## config.mk

```make
export PLATFORM = sky130hd
export DESIGN_NAME = sorted_priority_queue
export DESIGN_NICKNAME = d
export VERILOG_FILES = /design/src/design/spq_pkg.sv /design/src/design/sorted_priority_queue.sv /design/src/design/spq_ctrl.sv /design/src/design/spq_datapath.sv
export SDC_FILE = /design/constraint.sdc
export NUM_CORES = 1
export LEC_CHECK = 0
export ABC_AREA = 1
export BUFFER_PORTS_ARGS = -buffer_cell sky130_fd_sc_hd__buf_2
export CAP_MARGIN = 30
export CORE_ASPECT_RATIO = 0.6
export CORE_MARGIN = 2
export CORE_UTILIZATION = 55
export CTS_CLUSTER_SIZE = 24
export DETAILED_ROUTE_END_ITERATION = 10
export HOLD_SLACK_MARGIN = 0.15
export PLACE_DENSITY = 0.79
export SYNTH_ARGS = -nofsm -noshare
export SYNTH_HDL_FRONTEND = slang
export SYNTH_HIERARCHICAL = 1
export SYNTH_SLANG_ARGS = --single-unit
```

## constraint.sdc

```tcl
create_clock -name clk_i -period 6 [get_ports clk_i]
set_input_delay 1.5 -clock clk_i [delete_from_list [all_inputs] [get_ports clk_i]]
set_output_delay 1.5 -clock clk_i [all_outputs]
set_load 0.03 [all_outputs]
```

## src/design/spq_pkg.sv

```systemverilog
// Sorted priority queue package: word types, command and status codes.
// Shared by the controller, the datapath and the top level.
`timescale 1ns / 1ps
`default_nettype none

package spq_pkg;

  localparam int DataW = 16;
  localparam int PrioW = 8;
  localparam int OccW  = 5;

  // Command codes of an input word
  localparam logic CMD_ENQ = 1'b0;
  localparam logic CMD_DEQ = 1'b1;

  typedef enum logic [1:0] {
    STAT_INSERTED  = 2'd0,
    STAT_REMOVED   = 2'd1,
    STAT_UNDERFLOW = 2'd2,
    STAT_FULL      = 2'd3
  } status_e;

  typedef struct packed {
    logic                     command;
    logic signed [DataW-1:0]  item_data;
    logic        [PrioW-1:0]  item_priority;
  } in_word_t;

  typedef struct packed {
    logic signed [DataW-1:0]  out_data;
    status_e                  status;
    logic        [OccW-1:0]   occupancy;
  } out_word_t;

  // Controller to datapath
  typedef struct packed {
    logic latch_item;
    logic execute;
  } ctrl_cmd_t;

  // Datapath to controller
  typedef struct packed {
    logic out_blocked;
  } dp_status_t;

endpackage

`default_nettype wire

```

## src/design/sorted_priority_queue.sv

```systemverilog
// Sorted priority queue top level: controller plus datapath.
// A word waits in the item register until the result register can take its
// result. Throughput: one word per cycle, set by the single shift-chain
// update per word, unless a stalled receiver holds the result. Reset clears
// the entry count and handshake state; cells stay undefined until written.
`timescale 1ns / 1ps
`default_nettype none

module sorted_priority_queue
  import spq_pkg::*;
#(
  parameter int DEPTH = 16
) (
  input  wire logic     clk_i,
  input  wire logic     rst_ni,
  input  wire logic     in_valid_i,
  output logic          in_stall_o,
  input  wire in_word_t in_word_i,
  output logic          out_valid_o,
  input  wire logic     out_stall_i,
  output out_word_t     out_word_o
);

  ctrl_cmd_t  cmd;
  dp_status_t dp_status;

  spq_ctrl u_ctrl (
    .clk_i      (clk_i),
    .rst_ni     (rst_ni),
    .in_valid_i (in_valid_i),
    .in_stall_o (in_stall_o),
    .status_i   (dp_status),
    .cmd_o      (cmd)
  );

  spq_datapath #(
    .DEPTH (DEPTH)
  ) u_datapath (
    .clk_i       (clk_i),
    .rst_ni      (rst_ni),
    .in_word_i   (in_word_i),
    .cmd_i       (cmd),
    .status_o    (dp_status),
    .out_valid_o (out_valid_o),
    .out_stall_i (out_stall_i),
    .out_word_o  (out_word_o)
  );

endmodule

`default_nettype wire

```

## src/design/spq_ctrl.sv

```systemverilog
// Sorted priority queue controller: tracks whether a word is pending
// and issues latch/execute commands. Depends on spq_pkg.
`timescale 1ns / 1ps
`default_nettype none

module spq_ctrl
  import spq_pkg::*;
(
  input  wire logic       clk_i,
  input  wire logic       rst_ni,
  input  wire logic       in_valid_i,
  output logic            in_stall_o,
  input  wire dp_status_t status_i,
  output ctrl_cmd_t       cmd_o
);

  localparam logic [0:0] S_IDLE = 1'b0;
  localparam logic [0:0] S_PEND = 1'b1;

  logic [0:0] state_q, state_d;
  logic       pend;

  assign pend = (state_q == S_PEND);

  // Pending word runs as soon as the result register can take its result
  assign cmd_o.execute    = pend && !status_i.out_blocked;
  assign in_stall_o       = pend && status_i.out_blocked;
  assign cmd_o.latch_item = in_valid_i && !in_stall_o;

  // Next state
  always_comb begin
    state_d = state_q;
    case (state_q)
      S_IDLE: begin
        if (cmd_o.latch_item) state_d = S_PEND;
      end
      S_PEND: begin
        if (cmd_o.latch_item) state_d = S_PEND;
        else if (cmd_o.execute) state_d = S_IDLE;
      end
      default: state_d = S_IDLE;
    endcase
  end

  always_ff @(posedge clk_i or negedge rst_ni) begin
    if (!rst_ni) begin
      state_q <= S_IDLE;
    end else begin
      state_q <= state_d;
    end
  end

endmodule

`default_nettype wire

```

## src/design/spq_datapath.sv

```systemverilog
// Sorted priority queue datapath: item register, sorted shift chain of
// cells, entry count and result register. Depends on spq_pkg.
`timescale 1ns / 1ps
`default_nettype none

module spq_datapath
  import spq_pkg::*;
#(
  parameter int DEPTH = 16
) (
  input  wire logic       clk_i,
  input  wire logic       rst_ni,
  input  wire in_word_t   in_word_i,
  input  wire ctrl_cmd_t  cmd_i,
  output dp_status_t      status_o,
  output logic            out_valid_o,
  input  wire logic       out_stall_i,
  output out_word_t       out_word_o
);

  localparam int CntW = $clog2(DEPTH + 1);

  in_word_t                item_q;
  logic signed [DataW-1:0] data_q [DEPTH];
  logic signed [DataW-1:0] data_d [DEPTH];
  logic        [PrioW-1:0] prio_q [DEPTH];
  logic        [PrioW-1:0] prio_d [DEPTH];
  logic        [DEPTH-1:0] gt;
  logic        [CntW-1:0]  count_q, count_d;
  logic                    out_valid_q;
  out_word_t               out_q, out_d;
  logic                    full, empty, do_enq, do_deq;

  assign full   = (count_q == CntW'(DEPTH));
  assign empty  = (count_q == '0);
  assign do_enq = cmd_i.execute && (item_q.command == CMD_ENQ) && !full;
  assign do_deq = cmd_i.execute && (item_q.command == CMD_DEQ) && !empty;

  assign status_o.out_blocked = out_valid_q && out_stall_i;
  assign out_valid_o          = out_valid_q;
  assign out_word_o           = out_q;

  // Item register
  always_ff @(posedge clk_i) begin
    if (cmd_i.latch_item) item_q <= in_word_i;
  end

  // Each cell flags whether it holds a larger priority or is empty
  always_comb begin
    for (int k = 0; k < DEPTH; k++) begin
      gt[k] = (CntW'(k) >= count_q) || (prio_q[k] > item_q.item_priority);
    end
  end

  // Shift chain: insert at the first larger cell, or shift toward front
  always_comb begin
    for (int k = 0; k < DEPTH; k++) begin
      data_d[k] = data_q[k];
      prio_d[k] = prio_q[k];
      if (do_enq) begin
        if (k > 0 && gt[k-1]) begin
          data_d[k] = data_q[k-1];
          prio_d[k] = prio_q[k-1];
        end else if (gt[k]) begin
          data_d[k] = item_q.item_data;
          prio_d[k] = item_q.item_priority;
        end
      end else if (do_deq && k < DEPTH - 1) begin
        data_d[k] = data_q[k+1];
        prio_d[k] = prio_q[k+1];
      end
    end
  end

  always_ff @(posedge clk_i) begin
    for (int k = 0; k < DEPTH; k++) begin
      data_q[k] <= data_d[k];
      prio_q[k] <= prio_d[k];
    end
  end

  // Entry count and result word
  always_comb begin
    count_d           = count_q;
    out_d.out_data    = '0;
    out_d.status      = STAT_INSERTED;
    if (item_q.command == CMD_ENQ) begin
      if (full) begin
        out_d.status = STAT_FULL;
      end else begin
        count_d = count_q + CntW'(1);
      end
    end else begin
      if (empty) begin
        out_d.status = STAT_UNDERFLOW;
      end else begin
        out_d.status   = STAT_REMOVED;
        out_d.out_data = data_q[0];
        count_d        = count_q - CntW'(1);
      end
    end
    out_d.occupancy = OccW'(count_d);
  end

  always_ff @(posedge clk_i or negedge rst_ni) begin
    if (!rst_ni) begin
      count_q     <= '0;
      out_valid_q <= 1'b0;
    end else begin
      if (cmd_i.execute) begin
        count_q     <= count_d;
        out_valid_q <= 1'b1;
      end else if (!out_stall_i) begin
        out_valid_q <= 1'b0;
      end
    end
  end

  always_ff @(posedge clk_i) begin
    if (cmd_i.execute) out_q <= out_d;
  end

  // Checks
  a_count_bound: assert property (@(posedge clk_i) disable iff (!rst_ni)
    count_q <= CntW'(DEPTH))
    else $error("entry count above depth");

  a_exec_result: assert property (@(posedge clk_i) disable iff (!rst_ni)
    cmd_i.execute |=> out_valid_q)
    else $error("executed word left no result");

  a_count_idle: assert property (@(posedge clk_i) disable iff (!rst_ni)
    !cmd_i.execute |=> $stable(count_q))
    else $error("count moved without a word");

  a_enq_count: assert property (@(posedge clk_i) disable iff (!rst_ni)
    do_enq |=> count_q == $past(count_q) + CntW'(1))
    else $error("insert did not grow count");

  a_exec_free: assert property (@(posedge clk_i) disable iff (!rst_ni)
    cmd_i.execute |-> !(out_valid_q && out_stall_i))
    else $error("result register overwritten");

endmodule

`default_nettype wire

```

# Word level (Yosys, flattened, before mapping)
# Memories as Yosys holds them, arrays and structs flattened.
# Cells that the tools add are included.
# totals
ramBits,384
n_memories,2
latch_bits,0
wordCells,215
register_bits,55
mem_bits_ro,0
inputBits,29
output_inout_bits,25
# memory_table
memory,depth,width,rd,rd_ports_with_merged_regs,write_ports,line_no,rtl
u_datapath.data_q,16,16,16,0,16,spq_datapath.sv:24,logic signed [DataW-1:0] data_q [DEPTH];
u_datapath.prio_q,16,8,16,0,16,spq_datapath.sv:26,logic [PrioW-1:0] prio_q [DEPTH];
# classes
mux,136
mul,0
div,0
n_reduce_logical,30
bitwise,2
shifts,0
n_addsub,2
n_eq_ne,2
order_cmp,32
# op_table
cell,count
two-way mux 16 bit,62
two-way mux 8 bit,62
greater-than comparator 8 bit,16
"greater-or-equal comparator 4 x 5 -> 1 bit, first input constant",8
"greater-or-equal comparator 3 x 5 -> 1 bit, first input constant",4
logical OR 1 bit,16
two-way mux 5 bit,3
"greater-or-equal comparator 1 x 5 -> 1 bit, first input constant",2
"greater-or-equal comparator 2 x 5 -> 1 bit, first input constant",2
logical AND 1 bit,8
two-way mux 2 bit,3
"adder 5 x 1 -> 5 bit, second input constant",1
"== test 5 bit, second input constant",1
zero test 5 bit,1
two-way mux 1 bit,5
"subtractor 5 x 1 -> 5 bit, second input constant",1
zero test 1 bit,4
"inequality test 2 x 1 -> 1 bit, second input constant",1
NOT 1 bit,2
case mux 1 bit (2 select lines),1
OR reduction 2 bit,1

# Depth between registers and ports, before layout
# depth
depth_word,7
mapped_depth,16
ltp_nobuf,15

# Hierarchy
# The synthesis kept the hierarchy.
# by_module_without_submodules
mod,cells_per_inst,n_inst,area_per_inst_um2,seq_area_each_um2
spq_datapath,3353,1,26549.2,13122.6
spq_ctrl,8,1,52.6,25.0

# Worst setup path after synthesis
# No wires, ideal clock.
# synth_path
path_kind,input to register
startpoint,in out_stall_i
endpoint,mem u_datapath.data_q[6][4] (netlist: u_datapath/data_q[0][100]) (enable)
slack_ns,1.643
arrival_ns,3.976
path_buffers,2
t_required_ns,5.619
setup_time_ns,0.381
path_stages,9
path_cell_list,nand2_1 -> inv_1 -> nor2_1 -> nand2_4 -> inv_4 -> buf_4 -> buf_4 -> o21ai_0 -> nand2_1
# synth_rtl
element,line_no,rtl
start: declaration,sorted_priority_queue.sv:20,"input wire logic out_stall_i,"
end: declaration,spq_datapath.sv:24,

==> flow_metrics.env <==
export IMPL_worstSkewPairLatency_ps=570
export IMPL_p_leak_nw=14.3
export IMPL_grtUsageMet1_pct=49.5
export IMPL_synth_most_common_cell="nand2_1"
export IMPL_place_congestion=0.923
export IMPL_grt_overflow=0
export IMPL_root_buffer="clkbuf_16"
export IMPL_crit_path_top_delay_cell="buf_4"
export IMPL_grt_pass1_vias=21200
export IMPL_syn_nets=3523
export IMPL_worst_slew_pin_slew_ps=1040
export IMPL_endpoint_kind="register"
export IMPL_cts_made_buffers=42
export IMPL_max_stage_delay_ps=590
export IMPL_die_area_um2=50200
export IMPL_hp_class="reg -> reg"
export IMPL_fin_setup_tns_ps=0
export IMPL_rsz0062_at_grt="false"
export IMPL_drv_slew=0
export IMPL_ys_async_sr_fraction_pct=1.59
export IMPL_cts_tree="built"
export IMPL_ios=54
export IMPL_final_hold_viol_count=0
export IMPL_critPathMaxFanout=82
export IMPL_routed_wl_um=75400
export IMPL_synth_cell_types=35
export IMPL_dr_pass1_iters=6
export IMPL_vias_per_cell=5.79
export IMPL_die_x_um=288
export IMPL_whs_ps=507
export IMPL_dp_final_hpwl_um=53100
export IMPL_worst_r2r_endpoint="u_datapath/prio_q[0][3]"
export IMPL_clock_path_buffers=3
export IMPL_total_power_w=0.0143
export IMPL_antenna_found_initial=0
export IMPL_final_util_pct=60.1
export IMPL_synth_edf_count=432
export IMPL_criticalPathCategory="in -> reg"
export IMPL_busiest_layer="met1"
export IMPL_yosys_top_cells_count="nand2_1 (1362), nand3_1 (583), edfxtp_1 (432), inv_1 (424), ha_1 (133)"
export IMPL_crit_required_ps=6210
export IMPL_num_antenna_cells=0
export IMPL_start_kind="primary input"
export IMPL_port_buffers=53
export IMPL_hold_start="u_datapath/out_valid_o"
export IMPL_synth_warnings=6
export IMPL_netlist_area_um2=26600
export IMPL_skew_ps=19.8
export IMPL_cts_resized=0
export IMPL_seq_area_frac_synth_pct=49.4
export IMPL_drive_gt1_share_pct=6.53
export IMPL_max_freq_mhz=249
export IMPL_fin_nets=3503
export IMPL_arrival_ps=4220
export IMPL_yosysTopAreaCellShare_pct=48.8
export IMPL_vias=23200
export IMPL_pre_cts_slack_ps=1450
export IMPL_holdBufCountCts=0
export IMPL_fin_crit_sh_pct=66.8
export IMPL_start_util_pct=55.7
export IMPL_synth_ff_type="edfxtp_1"
export IMPL_rows=62
export IMPL_slew_headroom_pct=30.5
export IMPL_setup_violations=0
export IMPL_grt_pass1_wl_um=119000
export IMPL_hold_path_end="u_datapath/out_valid_o"
export IMPL_ant_nets=0
export IMPL_htree_levels=2
export IMPL_dieHeight_um=174
export IMPL_grt_max_degree=107
export IMPL_clkTransAtPathRegs_ps=60
export IMPL_r2r_start="u_datapath/item_q[7]"
export IMPL_area_growth_synth_to_final_pct=8.00
export IMPL_synth_top_cells_by_area="edfxtp_1 (49%), nand2_1 (19%), nand3_1 (11%)"
export IMPL_first_iter_violations=3678
export IMPL_globalRouteMet3Util_pct=9.44
export IMPL_vdd_drop_max_mv=0.374
export IMPL_holdPathStages=2
export IMPL_p_per_area_nw_per_um2=498
export IMPL_use_met2_pct=37.3
export IMPL_synth_top_cell_by_area="edfxtp_1"
export IMPL_synthCells=3361
export IMPL_avgSynthCellArea_um2=7.91
export IMPL_track_usage_pct=30.0
export IMPL_cts_sinks=439
export IMPL_drc_errors=0
export IMPL_path_cells="buf_2 > nand2_1 > inv_1 > nor2_4 > nand2_8 > clkinv_8 > buf_4 > a21oi_1 > nand2_1 > buf_4"
export IMPL_coreArea_um2=47800
export IMPL_cts_setup_buffers=0
export IMPL_wl_per_cell_um=18.8
export IMPL_drv_cap=0
export IMPL_rrSetupSlack_ps=2050
export IMPL_min_period_ps=4010
export IMPL_setup_ws_ps=1990
export IMPL_status="completed"
export IMPL_synth_seq_cells=439
export IMPL_ff2ff_path_depth=11
-- worst max-delay path, delay by kind of cell --
kind            cells  cell delay (ps)
compound gates      1              180
buf+inv             5             1540
simple gates        4              930
-- sequential cells by signal, indices dropped and copies added (netlist names) --
register                count
u_datapath/count_q          5
u_datapath/prio_q         128
u_ctrl/pend                 1
u_datapath/item_q          25
u_datapath/out_word_o      23
u_datapath/data_q         256
u_datapath/out_valid_o      1
-- cell usage in the layout (no fill, tap or decap), drive strengths merged, types with 2 or more instances in the layout --
cell type	netlist	final
dfrtp	7	7
nand2	1373	1373
xnor2	2	2
a21oi	51	51
bufinv	0	2
clkinvlp	0	3
nor2	45	45
o21ai	73	73
o31ai	2	2
edfxtp	432	432
nand4	16	16
buf	101	127
o21a	12	12
inv	429	429
clkinv	2	19
clkbuf	90	52
xor2	4	4
nand3	583	583
ha	133	133
a21o	3	3
-- how the worst max path moves through the flow --
stage,slack (ps),to,depth (start not counted),start
6_report,1990,u_datapath/data_q[0][72],10,out_stall_i
5_1_grt,1720,u_datapath/data_q[0][100],10,out_stall_i
4_1_cts,2040,u_datapath/data_q[0][100],10,out_stall_i
3_5_place_dp,1450,u_datapath/data_q[0][102],10,out_stall_i
3_3_place_gp,1450,u_datapath/data_q[0][102],10,out_stall_i
2_1_floorplan,1640,u_datapath/data_q[0][100],9,out_stall_i
-- power breakdown --
part	leakage (nW)	switching, W	total, W	internal [W]
clock	0.655	0.00120	0.00266	0.00146
sequential	4.24	0.000610	0.00542	0.00481
combinational	9.43	0.00447	0.00623	0.00177
-- area by class of cell --
type | count | area (µm²)
inverters | 431 | 1640
flip-flops and latches | 439 | 13100
repair buffers | 127 | 881
clock inverters | 22 | 165
well taps | 640 | 801
fillers | 4138 | 19100
multi-input cells | 2300 | 10900
clock buffers | 52 | 1160
-- metrics by stage --
step                cell area (µm²)  instances
floorplan                     26600       3361
global placement              27300       3934
detailed placement            27400       3937
CTS                           28700       4011
global route                  28700       4011
finish                        28700       4011
-- logic make-up after synthesis --
| family | Yosys count | share of synthesized area (%) |
|---|---|---|
| AO/OA/AOI/OAI | 143 | 3.04 |
| XOR/XNOR | 6 | 0.198 |
| adder cells (fa/ha/maj) | 133 | 6.26 |
| buffers and inverters | 622 | 9.52 |
| flip-flops | 439 | 49.4 |
| AND/OR/NAND/NOR | 2018 | 31.6 |
-- routing by layer --
metal / up-vias / wire [µm]
met4: 2 / 1210
li1: 10800 / -
met1: 10700 / 33300
met3: 103 / 12600
met5: - / 90
met2: 1609 / 28200
Power figures use the tool's default switching activity.
